===== src/sv/pit_pkg.sv =====
// ----------------------------------------------------------------------------
// pit_pkg: shared types and constants for the timer channel latch/read block
// Holds the sequencer state type, the access kind, byte phase codes and the
// arithmetic constants of the tick conversion.
// ----------------------------------------------------------------------------
package pit_pkg;

    // Sequencer states
    typedef enum logic [2:0] {
        ST_IDLE,
        ST_MUL,
        ST_MOD,
        ST_CNT,
        ST_FIN
    } t_state;

    // Kind of an accepted access
    typedef enum logic [1:0] {
        KD_NONE,
        KD_LATCH,
        KD_READ
    } t_kind;

    // Configuration register indexes
    localparam logic [1:0] CFG_INITIAL_COUNT   = 2'd0;
    localparam logic [1:0] CFG_COUNTER_CHANNEL = 2'd1;
    localparam logic [1:0] CFG_ACCESS_MODE     = 2'd2;

    // Byte phase codes
    localparam logic [1:0] PH_HIGH_NEXT = 2'd0;
    localparam logic [1:0] PH_LOW_ONLY  = 2'd1;
    localparam logic [1:0] PH_HIGH_ONLY = 2'd2;
    localparam logic [1:0] PH_LOW_NEXT  = 2'd3;

    // Port addresses
    localparam logic [15:0] PORT_BASE = 16'h0040;
    localparam logic [15:0] PORT_MODE = 16'h0043;

    // Datapath widths
    localparam int unsigned NS_W   = 32;
    localparam int unsigned ACC_W  = 53;  // reciprocal and upper partial product fit in 53 bits
    localparam int unsigned QUO_W  = 23;  // ticks fit in 23 bits
    localparam int unsigned RLD_W  = 17;  // reload up to 65536
    localparam int unsigned STEP_W = 5;

    // Arithmetic constants
    localparam logic [ACC_W-1:0] TICK_HZ  = 53'd1193181;
    localparam logic [ACC_W-1:0] NS_PER_S = 53'd1000000000;

    // Ticks are (ns * TICK_RECIP) >> RCP_SHIFT, exact for every 32-bit ns
    localparam int unsigned RCP_SHIFT = 62;
    localparam logic [95:0] RCP_WIDE  =
        ((96'(TICK_HZ) << RCP_SHIFT) + 96'(NS_PER_S) - 96'd1) / 96'(NS_PER_S);
    localparam logic [ACC_W-1:0] TICK_RECIP = RCP_WIDE[ACC_W-1:0];
    // lowest tick bit inside the product that is already shifted down by NS_W
    localparam int unsigned TICK_LSB = RCP_SHIFT - NS_W;

    localparam logic [STEP_W-1:0] MUL_LAST_STEP = STEP_W'(NS_W - 1);
    localparam logic [STEP_W-1:0] QUO_LAST_STEP = STEP_W'(QUO_W - 1);

endpackage


===== src/sv/pit_counter_latch_read_top.sv =====
// ----------------------------------------------------------------------------
// pit_counter_latch_read_top: timer channel counter latch and byte read
// Decodes single I/O accesses, computes the running count with one shared
// add/subtract unit and returns the latched or live count byte by byte.
// ----------------------------------------------------------------------------
// Usage:
//   Input channel: i_in_valid / o_in_stall with one access per item. An item
//   is taken when valid is high and stall is low. The block takes one item at
//   a time and holds o_in_stall high while it works on it.
//   Output channel: o_out_valid / i_out_stall with one result per item
//   (o_handled, o_read_data), held in an output register until taken.
//   Sequence: a latch command or a read with no latch pending computes the
//   count: 32 reciprocal multiply steps, 23 modulo steps, one final subtract
//   and the update state, which loads the result into the output register.
//   Any other access goes from accept straight to the update state. The shared
//   54-bit adder does one multiply or modulo step per cycle.
//   Flow: the next item can be taken while a result still waits in the output
//   register.
//   Stall: a stalled result holds; the block finishes its next item only when
//   the output register is free.
//   Reset (synchronous, active low) restores the register defaults, puts the
//   byte phase at low-byte-next and clears the latch flags and held count.
//   Configuration is written through i_cfg_we / i_cfg_idx / i_cfg_data.
// ----------------------------------------------------------------------------
module pit_counter_latch_read_top (
    input  logic        i_clk,
    input  logic        i_rst_n,
    // configuration
    input  logic        i_cfg_we,
    input  logic [1:0]  i_cfg_idx,
    input  logic [15:0] i_cfg_data,
    // input channel
    input  logic        i_in_valid,
    output logic        o_in_stall,
    input  logic        i_req_type,
    input  logic [15:0] i_port_addr,
    input  logic [2:0]  i_access_size,
    input  logic        i_string_op,
    input  logic        i_memory_mapped,
    input  logic [7:0]  i_write_data,
    input  logic [31:0] i_elapsed_ns,
    // output channel
    output logic        o_out_valid,
    input  logic        i_out_stall,
    output logic        o_handled,
    output logic [7:0]  o_read_data
);

    localparam int unsigned ACC_W    = pit_pkg::ACC_W;
    localparam int unsigned QUO_W    = pit_pkg::QUO_W;
    localparam int unsigned RLD_W    = pit_pkg::RLD_W;
    localparam int unsigned NS_W     = pit_pkg::NS_W;
    localparam int unsigned STEP_W   = pit_pkg::STEP_W;
    localparam int unsigned TICK_LSB = pit_pkg::TICK_LSB;

    // configuration and channel state
    logic [15:0]        r_initial;
    logic [1:0]         r_channel;
    logic [1:0]         r_phase,  n_phase;
    logic [15:0]        r_held,   n_held;
    logic               r_low_l,  n_low_l;
    logic               r_high_l, n_high_l;

    // sequencer and datapath
    pit_pkg::t_state    r_state,  n_state;
    pit_pkg::t_kind     r_kind,   n_kind;
    logic [STEP_W-1:0]  r_step,   n_step;
    logic [NS_W-1:0]    r_ns,     n_ns;
    logic [ACC_W-1:0]   r_acc,    n_acc;
    logic [QUO_W-1:0]   r_quo,    n_quo;

    // output register
    logic               r_out_valid, n_out_valid;
    logic               r_handled,   n_handled;
    logic [7:0]         r_rdata,     n_rdata;

    // shared add/subtract unit
    logic [ACC_W-1:0]   alu_a;
    logic [ACC_W-1:0]   alu_b;
    logic               alu_sub;
    logic [ACC_W:0]     alu_sum;
    logic               alu_ge;

    logic               in_acc;
    logic               out_acc;
    logic               acc_ok;
    logic               is_latch;
    logic               is_read;
    logic [RLD_W-1:0]   reload;
    logic [ACC_W-1:0]   mod_a;
    logic [15:0]        count;
    logic [15:0]        value;
    logic               take_low;

    assign in_acc   = i_in_valid && !o_in_stall;
    assign out_acc  = r_out_valid && !i_out_stall;
    assign reload   = (r_initial == 16'd0) ? RLD_W'(17'h10000) : {1'b0, r_initial};
    assign count    = r_acc[15:0];

    // decode the incoming access
    assign acc_ok   = (i_access_size == 3'd1) && !i_string_op && !i_memory_mapped;
    assign is_latch = acc_ok && (i_port_addr == pit_pkg::PORT_MODE) && !i_req_type
                      && (i_write_data[5:4] == 2'b00) && (i_write_data[7:6] == r_channel);
    assign is_read  = acc_ok && i_req_type
                      && (i_port_addr == (pit_pkg::PORT_BASE + {14'd0, r_channel}));

    // modulo step operand: remainder shifted left with the next tick bit
    assign mod_a    = {{(ACC_W-RLD_W-1){1'b0}}, r_acc[RLD_W-1:0], r_quo[QUO_W-1]};

    // shared unit
    assign alu_sum  = {1'b0, alu_a} + {1'b0, (alu_sub ? ~alu_b : alu_b)}
                      + {{ACC_W{1'b0}}, alu_sub};
    assign alu_ge   = alu_sum[ACC_W];

    assign o_in_stall  = (r_state != pit_pkg::ST_IDLE);
    assign o_out_valid = r_out_valid;
    assign o_handled   = r_handled;
    assign o_read_data = r_rdata;

    // state register
    always_ff @(posedge i_clk) begin
        if (!i_rst_n) begin
            r_state <= pit_pkg::ST_IDLE;
        end else begin
            r_state <= n_state;
        end
    end

    // next state, unit operands and datapath
    always_comb begin
        n_state     = r_state;
        n_kind      = r_kind;
        n_step      = r_step;
        n_ns        = r_ns;
        n_acc       = r_acc;
        n_quo       = r_quo;
        n_phase     = r_phase;
        n_held      = r_held;
        n_low_l     = r_low_l;
        n_high_l    = r_high_l;
        n_out_valid = out_acc ? 1'b0 : r_out_valid;
        n_handled   = r_handled;
        n_rdata     = r_rdata;
        alu_a       = r_acc;
        alu_b       = {{(ACC_W-RLD_W){1'b0}}, reload};
        alu_sub     = 1'b1;
        value       = r_held;
        take_low    = 1'b1;

        case (r_state)
            pit_pkg::ST_IDLE: begin
                // take an item, start the count only when it is needed
                if (in_acc) begin
                    n_ns   = i_elapsed_ns;
                    n_acc  = '0;
                    n_step = pit_pkg::MUL_LAST_STEP;
                    if (is_latch) begin
                        n_kind  = pit_pkg::KD_LATCH;
                        n_state = pit_pkg::ST_MUL;
                    end else if (is_read) begin
                        n_kind  = pit_pkg::KD_READ;
                        n_state = (r_low_l || r_high_l) ? pit_pkg::ST_FIN : pit_pkg::ST_MUL;
                    end else begin
                        n_kind  = pit_pkg::KD_NONE;
                        n_state = pit_pkg::ST_FIN;
                    end
                end
            end
            pit_pkg::ST_MUL: begin
                // add the scaled reciprocal, elapsed time LSB first, keep the upper bits
                alu_a   = r_acc;
                alu_b   = r_ns[0] ? pit_pkg::TICK_RECIP : '0;
                alu_sub = 1'b0;
                n_acc   = alu_sum[ACC_W:1];
                n_ns    = {1'b0, r_ns[NS_W-1:1]};
                n_step  = r_step - 1'b1;
                if (r_step == '0) begin
                    n_quo   = alu_sum[TICK_LSB+1 +: QUO_W];
                    n_acc   = '0;
                    n_step  = pit_pkg::QUO_LAST_STEP;
                    n_state = pit_pkg::ST_MOD;
                end
            end
            pit_pkg::ST_MOD: begin
                // restoring remainder of ticks by the reload value
                alu_a  = mod_a;
                alu_b  = {{(ACC_W-RLD_W){1'b0}}, reload};
                n_acc  = alu_ge ? alu_sum[ACC_W-1:0] : mod_a;
                n_quo  = {r_quo[QUO_W-2:0], 1'b0};
                n_step = r_step - 1'b1;
                if (r_step == '0) begin
                    n_state = pit_pkg::ST_CNT;
                end
            end
            pit_pkg::ST_CNT: begin
                // count is reload minus remainder
                alu_a   = {{(ACC_W-RLD_W){1'b0}}, reload};
                alu_b   = r_acc;
                n_acc   = alu_sum[ACC_W-1:0];
                n_state = pit_pkg::ST_FIN;
            end
            pit_pkg::ST_FIN: begin
                // update channel state and load the result when the output is free
                if (!r_out_valid || !i_out_stall) begin
                    n_out_valid = 1'b1;
                    n_handled   = 1'b0;
                    n_rdata     = 8'd0;
                    n_state     = pit_pkg::ST_IDLE;
                    case (r_kind)
                        pit_pkg::KD_LATCH: begin
                            n_handled = 1'b1;
                            n_held    = count;
                            if (r_phase == pit_pkg::PH_HIGH_ONLY) begin
                                n_high_l = 1'b1;
                            end else if (r_phase == pit_pkg::PH_LOW_ONLY) begin
                                n_low_l = 1'b1;
                            end else begin
                                n_phase  = pit_pkg::PH_LOW_NEXT;
                                n_low_l  = 1'b1;
                                n_high_l = 1'b1;
                            end
                        end
                        pit_pkg::KD_READ: begin
                            n_handled = 1'b1;
                            if (r_low_l) begin
                                n_low_l  = 1'b0;
                                take_low = 1'b1;
                            end else if (r_high_l) begin
                                n_high_l = 1'b0;
                                take_low = 1'b0;
                            end else begin
                                n_held   = count;
                                value    = count;
                                take_low = (r_phase == pit_pkg::PH_LOW_ONLY)
                                           || (r_phase == pit_pkg::PH_LOW_NEXT);
                            end
                            if (take_low) begin
                                n_rdata = value[7:0];
                                if (r_phase == pit_pkg::PH_LOW_NEXT) begin
                                    n_phase = pit_pkg::PH_HIGH_NEXT;
                                end
                            end else begin
                                n_rdata = value[15:8];
                                if (r_phase == pit_pkg::PH_HIGH_NEXT) begin
                                    n_phase = pit_pkg::PH_LOW_NEXT;
                                end
                            end
                        end
                        default: begin
                            n_handled = 1'b0;
                        end
                    endcase
                end
            end
            default: begin
                n_state = pit_pkg::ST_IDLE;
            end
        endcase

        // access mode write: drop both latches, set the byte phase, ignore mode zero
        if (i_cfg_we && (i_cfg_idx == pit_pkg::CFG_ACCESS_MODE)) begin
            n_low_l  = 1'b0;
            n_high_l = 1'b0;
            if (i_cfg_data[1:0] != 2'd0) begin
                n_phase = i_cfg_data[1:0];
            end
        end
    end

    // datapath registers
    always_ff @(posedge i_clk) begin
        r_kind  <= n_kind;
        r_step  <= n_step;
        r_ns    <= n_ns;
        r_acc   <= n_acc;
        r_quo   <= n_quo;
        r_handled <= n_handled;
        r_rdata   <= n_rdata;
    end

    // control registers, channel state and configuration writes
    always_ff @(posedge i_clk) begin
        if (!i_rst_n) begin
            r_out_valid <= 1'b0;
            r_initial   <= 16'hFFFF;
            r_channel   <= 2'd0;
            r_phase     <= pit_pkg::PH_LOW_NEXT;
            r_held      <= 16'd0;
            r_low_l     <= 1'b0;
            r_high_l    <= 1'b0;
        end else begin
            r_out_valid <= n_out_valid;
            r_phase     <= n_phase;
            r_held      <= n_held;
            r_low_l     <= n_low_l;
            r_high_l    <= n_high_l;
            if (i_cfg_we) begin
                case (i_cfg_idx)
                    pit_pkg::CFG_INITIAL_COUNT: begin
                        r_initial <= i_cfg_data;
                    end
                    pit_pkg::CFG_COUNTER_CHANNEL: begin
                        r_channel <= i_cfg_data[1:0];
                    end
                    default: ;
                endcase
            end
        end
    end

    // a new result comes only out of the update cycle
    a_out_from_fin: assert property (@(posedge i_clk) disable iff (!i_rst_n)
        $rose(o_out_valid) |-> $past(r_state == pit_pkg::ST_FIN))
        else $error("result appeared outside the update cycle");

    // an access that is not handled returns a zero byte
    a_unhandled_zero: assert property (@(posedge i_clk) disable iff (!i_rst_n)
        (o_out_valid && !o_handled) |-> (o_read_data == 8'd0))
        else $error("unhandled access returned data");

    // both bytes latched only with the low byte next
    a_latch_phase: assert property (@(posedge i_clk) disable iff (!i_rst_n)
        (r_low_l && r_high_l) |-> (r_phase == pit_pkg::PH_LOW_NEXT))
        else $error("both latches set with wrong byte phase");

    // a held result stays while stalled
    a_out_hold: assert property (@(posedge i_clk) disable iff (!i_rst_n)
        (o_out_valid && i_out_stall) |=> (o_out_valid && $stable(o_read_data)))
        else $error("stalled result changed");

endmodule


===== config.mk =====
export PLATFORM = sky130hd
export DESIGN_NAME = pit_counter_latch_read_top
export DESIGN_NICKNAME = d
export VERILOG_FILES = /design/src/sv/pit_pkg.sv /design/src/sv/pit_counter_latch_read_top.sv
export SDC_FILE = /design/constraint.sdc
export NUM_CORES = 1
export LEC_CHECK = 0
export BUFFER_PORTS_ARGS = -buffer_cell sky130_fd_sc_hd__buf_2
export CAP_MARGIN = 20
export CORE_MARGIN = 3
export CORE_UTILIZATION = 40
export DETAILED_ROUTE_END_ITERATION = 8
export GPL_ROUTABILITY_DRIVEN = 0
export PLACE_DENSITY = 0.57
export SYNTH_ARGS = -nofsm -noshare
export SYNTH_HDL_FRONTEND = slang
export SYNTH_SLANG_ARGS = --single-unit

===== constraint.sdc =====
create_clock -name i_clk -period 9 [get_ports i_clk]
set_input_delay 1.35 -clock i_clk [delete_from_list [all_inputs] [get_ports i_clk]]
set_output_delay 1.35 -clock i_clk [all_outputs]
set_load 0.05 [all_outputs]

* Yosys cells after proc, flatten, opt, wreduce, memory -nomap -nowiden
Index checks and enable logic that the tools add are counted.
** Word-level totals
- Register bits :: 166
- Latch bits :: 0
- Bits in writable memories :: 0
- Memory bits (read-only) :: 0
- Input bits :: 85
- Logic and storage cells :: 145
- Memories kept :: 0
** Operators by class
- $add $sub $neg :: 4
- Multipliers :: 0
- Div/mod/pow operators :: 0
- Magnitude comparators :: 0
- Equality and inequality tests :: 22
- Shift-type cells :: 0
- Mux-type cells :: 55
- Bitwise logic cells :: 2
- Reductions and logical operators :: 47
** Operators by type and width (count)
- $mux W53 :: 5
- $pmux W53 S2 :: 2
- $pmux W53 S4 :: 1
- $pmux W32 S2 :: 1
- $add A53 B53 Y54 :: 1
- $add A54 B1 Y54 :: 1
- $not A53 Y53 :: 1
- $pmux W23 S2 :: 1
- $mux W16 :: 2
- $mux W32 :: 1
- $pmux W16 S2 :: 1
- $mux W23 :: 1
- $mux W3 :: 7
- $mux W2 :: 10
- $mux W17 :: 1
- $eq A16 B7 Y1 const B :: 1
- $eq A16 B8 Y1 :: 1
- $logic_not A16 Y1 :: 1
- $reduce_and A2 Y1 :: 8
- $pmux W3 S5 :: 1
- $pmux W5 S3 :: 1
- $mux W1 :: 14
- $ne A2 B2 Y1 const B :: 6
- $logic_and A1 B1 Y1 :: 11
- 26 further kinds :: 50

* Depth between registers and ports, before layout
- Word-level depth :: 13
- Depth in mapped cells :: 19
- Gate-level depth less buffers :: 14

* Least setup slack after synthesis
OpenSTA, ideal clock, no wires.
- Kind :: input -> register
- Start point :: input port i_in_valid
- End point :: register r_ns[0] (enable)
- Library setup time :: 0.466 ns
- Data arrival time :: 3.680 ns
- Required time :: 8.534 ns
- Setup slack :: 4.854 ns
- Stages on the path :: 2
- Path buffers :: 0
- Path through :: inv_1 > o21ai_0
** Between the ends
- Cells in the longest elaborated chain, start to end :: 3
** RTL lines
- from (decl) :: line pit_counter_latch_read_top.sv:33 : input logic i_in_valid,
- $logic_and A1 B1 Y1 :: line pit_counter_latch_read_top.sv:95 : assign in_acc = i_in_valid && !o_in_stall;
- $ne A2 B2 Y1 (no source line)
- $reduce_and A2 Y1 (no source line)
- to (signal assigned) :: line pit_counter_latch_read_top.sv:274 : r_ns <= n_ns;
- to (decl) :: line pit_counter_latch_read_top.sv:68 : logic [NS_W-1:0] r_ns, n_ns;
Every way passes these cells.
A chain may end at the register's enable or synchronous reset.

* Worst setup path in the final report
- Start point :: register r_state[2]
- End point :: register r_acc[49], data pin
** Between the ends
- Cells in the longest elaborated chain, start to end :: 8
** RTL lines
- from (decl) :: line pit_counter_latch_read_top.sv:65 : pit_pkg::t_state r_state, n_state;
- from (signal assigned) :: line pit_counter_latch_read_top.sv:123 : r_state <= pit_pkg::ST_IDLE;
- from (signal assigned) :: line pit_counter_latch_read_top.sv:125 : r_state <= n_state;
- $eq A3 B2 Y1 or $eq A3 B1 Y1 (tied branches) :: line pit_counter_latch_read_top.sv:150 : case (r_state)
- $pmux W53 S2 :: line pit_counter_latch_read_top.sv:150
- $not A53 Y53 :: line pit_counter_latch_read_top.sv:111 : assign alu_sum = {1'b0, alu_a} + {1'b0, (alu_sub ? ~alu_b : alu_b)}
- $mux W53 :: line pit_counter_latch_read_top.sv:111
- $add A53 B53 Y54 :: line pit_counter_latch_read_top.sv:111
- $add A54 B1 Y54 :: line pit_counter_latch_read_top.sv:112 : + {{ACC_W{1'b0}}, alu_sub};
- $mux W53, on equally long branches :: line pit_counter_latch_read_top.sv:188, pit_counter_latch_read_top.sv:177
- $pmux W53 S4 * :: line pit_counter_latch_read_top.sv:150
- net n_acc[49] :: line pit_counter_latch_read_top.sv:69 : logic [ACC_W-1:0] r_acc, n_acc;
- to (signal assigned) :: line pit_counter_latch_read_top.sv:275 : r_acc <= n_acc;
- to (decl) :: line pit_counter_latch_read_top.sv:69
Mark *: on every way through the listed nets, which the timed path passes. The rest lies on a longest branch.

==> metrics.yaml <==
outcome:
  status: "finished clean"
worst_setup_path:
  path_cells: "nor2b_2, buf_4, nand2_1, buf_4, nor2_1, a21oi_1, ha_1, nand4_1, nor3_1, nand2_1, nor3_1, a21oi_4, o211ai_1, nand2_2, o32ai_1"
  cp.arrival_ns: 6.24
  setup.worst_path.start_class: "flip-flop"
  timing.critical_path.required_ns: 9.26
  critical-path-top-delay-family: "simple AND/OR/NAND/NOR gates"
  timing.rr.start: "r_state[2]$_SDFFE_PN0P_"
  worst-path-max-fanout: 35
  worstSetupEndpointType: "flip-flop"
  cp_num_buf_inv: 2
  crit_start: "r_state[2]$_SDFFE_PN0P_"
  slowest_stage: "o211ai_1"
  critPathKind: "flip-flop to flip-flop"
  slowest_delay_ns: 0.92
cts:
  cts_hold_buffers: 0
  ctsResizeCount: 0
  postCtsSetupBuffers: 0
  clk_latency_ns: 0.45
  clockBufferDepth: 2
  cts_tree: "done"
  cts_made_buffers: 17
  cts_max_level: 4
  clk_pin_slew_ns: 0.07
  clockRootBuffer: "clkbuf_16"
  clkSinkCount: 166
timing:
  slew-limit-headroom_pct: 24.5
  fin_setup_tns_ns: 0
  slew_viol_final: 0
  max_freq_ghz: 0.167
  setup_violations: 0
  period_needed_ns: 5.98
  tightest_slew_ns: 1.13
  post-route-period-util_pct: 66.4
  grt_setup_unrepaired: "no"
  hold_viol_final: 0
  clock_skew_ns: 0.0134
pwr:
  leakagePower_nw: 5.09
  power_frac_clock_pct: 39.1
  powerDensity_nw_per_um2: 146
  p_seq_share_pct: 45.3
  p_switching_mw: 0.561
  vdd_drop_max_v: 0.000137
  power.share.combinational_pct: 15.6
  switching_share_pct: 28.9
  internal_power_mw: 1.38
detailed_routing:
  drtAntennaViolNets: 0
  first_pass_iters: 5
  via_per_inst: 5.66
  drt_iter0_drc: 697
  wire_per_inst_um: 17.7
  num_vias: 10300
  drc_errors: 0
  wl_um: 32200
place:
  dp_hpwl_um: 22500
  dpl.cell_count: 1785
  portBuffers: 91
global_route:
  antenna_found_initial: 0
  overflow: 0
  grt_pass1_wl_um: 51200
  track_usage_pct: 20.2
  grt_max_degree: 54
  grt_pass1_vias: 9892
job:
  maxCapViolations: 0
synth:
  yosysWarnings: 0
  synth_flop_cell: "edfxtp_1"
  yosys.area.top_type: "edfxtp_1"
  syn_avg_cell_area_um2: 8.61
  async_flop_share_pct: 0
  ys_types: 82
  synth.ff_latch_count: 166
  synthesis.nets: 1522
  synth_top_area_share_pct: 31.3
  syn_area_um2: 11900
  syn_inst: 1381
  ys_top_cells_by_area: "edfxtp_1, nand2_1, dfxtp_1"
  synth_edf_count: 124
  ys_seq_area_share_pct: 38.4
floorplanning:
  die_y_um: 178
  io_pins: 96
  dieWidth_um: 178
  core_um2: 29000
  rows: 62
  initial_utilization_pct: 41.0
  dieArea_um2: 31800
finish:
  drive_above_1_share_pct: 13.5
  num_antenna_cells: 0
  instances_no_fill: 1820
  nets: 1564
  syn_to_final_growth_pct: 11.8
min_path:
  hp-start: "r_held[2]$_SDFFE_PN0P_"
  hold_path_class: "flip-flop to flip-flop"
final cells by class:
cell class / instances / area, um2
multi-input cells: 1092 / 6880
clock buffers: 18 / 439
inverters: 35 / 131
flip-flops and latches: 166 / 4560
clock inverters: 14 / 155
well taps: 384 / 480
repair buffers: 111 / 649
fillers: 2829 / 15700
Yosys cell counts (8+ instances only):
library cell / count
nand2_1: 266
a21oi_1: 126
edfxtp_1: 124
o21ai_0: 85
nor2_1: 84
clkbuf_1: 74
ha_1: 55
and2_1: 49
dfxtp_1: 42
xnor2_1: 36
inv_1: 35
nand3_1: 34
a21o_1: 21
a22o_1: 21
a21boi_0: 20
o211ai_1: 20
xor2_1: 19
mux2i_1: 18
nand4_1: 16
nor3_1: 13
o31ai_1: 13
mux2_2: 12
nand2b_1: 12
nor4_1: 12
nor2b_1: 9
a31oi_1: 8
mux4_2: 8
o21a_1: 8
o21bai_1: 8
o2bb2ai_1: 8
metal layers:
layer  wire, um  track usage, %
met1      15200            26.9
met2      14900            33.6
met3       1450            3.49
met4        601            6.01
met5          0               0
path summary, 6_finish.rpt:
path,slack (ns),to,cells past startpoint
hold reg to reg,0.46,r_held[2]$_SDFFE_PN0P_,2
setup reg to reg,3.02,r_acc[49]$_DFFE_PP_,15
setup / recovery,3.02,r_acc[49]$_DFFE_PP_,15
hold / removal,0.46,r_held[2]$_SDFFE_PN0P_,2
power by group through the flow:
stage	clock (mW)	sequential [mW]	combinational [mW]
after floorplan	0	0.894	0.215
after global placement	0	0.895	0.297
after detailed placement	0	0.896	0.300
after CTS	0.778	0.879	0.301
after global routing	0.807	0.883	0.336
final	0.758	0.879	0.302
registers in the layout, summed over array words and instances (netlist names), 2 cells and up:
register     flops
r_phase          2
r_step           5
r_quo           23
r_initial       16
r_kind           2
r_ns            32
r_channel        2
r_state          3
o_read_data      8
r_held          16
r_acc           53
cell usage in the layout (no fill, tap or decap), types with 6 or more instances in the layout:
| master | instances |
|---|---|
| a31oi_1 | 8 |
| nand3_1 | 34 |
| inv_1 | 35 |
| edfxtp_1 | 124 |
| buf_4 | 17 |
| o2bb2ai_1 | 8 |
| buf_2 | 91 |
| nor2_1 | 81 |
| o21ai_0 | 83 |
| o31ai_1 | 13 |
| xnor2_1 | 36 |
| nand2b_1 | 11 |
| and2_1 | 49 |
| a21boi_0 | 20 |
| a32oi_1 | 6 |
| mux4_2 | 8 |
| ha_1 | 55 |
| a21oi_1 | 126 |
| and3_1 | 6 |
| or2_2 | 6 |
| o211ai_1 | 20 |
| dfxtp_1 | 42 |
| nand4_1 | 16 |
| o21a_1 | 8 |
| clkbuf_16 | 17 |
| mux2_2 | 12 |
| nor4_1 | 12 |
| nor2b_1 | 8 |
| a21o_1 | 21 |
| o21ai_1 | 6 |
| nand2_1 | 266 |
| a211oi_1 | 6 |
| mux2i_1 | 18 |
| a22o_1 | 21 |
| xor2_1 | 19 |
| o21bai_1 | 8 |
| nor3_1 | 13 |
tightest hold or removal path, cell delays in order (launching register included):
cell and delay (ns):
dfxtp_1 0.31, nand2_1 0.04, a21boi_0 0.06
metrics by stage:
step           hold slack, ns  instance area (um2)  setup WS, ns  util (%)  power [mW]
6_report                0.464                13300          3.02      45.8        1.94
5_1_grt                 0.499                13300          2.62      45.8        2.03
4_1_cts                 0.469                13200          3.03      45.6        1.96
3_5_place_dp            0.459                12600          3.05      43.5        1.20
3_3_place_gp            0.450                12600          3.12      43.5        1.19
2_1_floorplan           0.440                11900          4.85         -        1.11
cell families (layout without fill, tap and decap cells):
kind of cell / count (synthesis) / in the layout / share of synthesized area, %
fa+ha+maj: 56 / 56 / 5.96
xor+xnor: 55 / 55 / 4.05
mux: 38 / 38 / 4.17
simple gates: 531 / 531 / 20.6
compound gates: 412 / 412 / 22.8
buf+inv: 123 / 178 / 4.07
flops: 166 / 166 / 38.4
No activity file was read; power rests on OpenSTA's default activity.
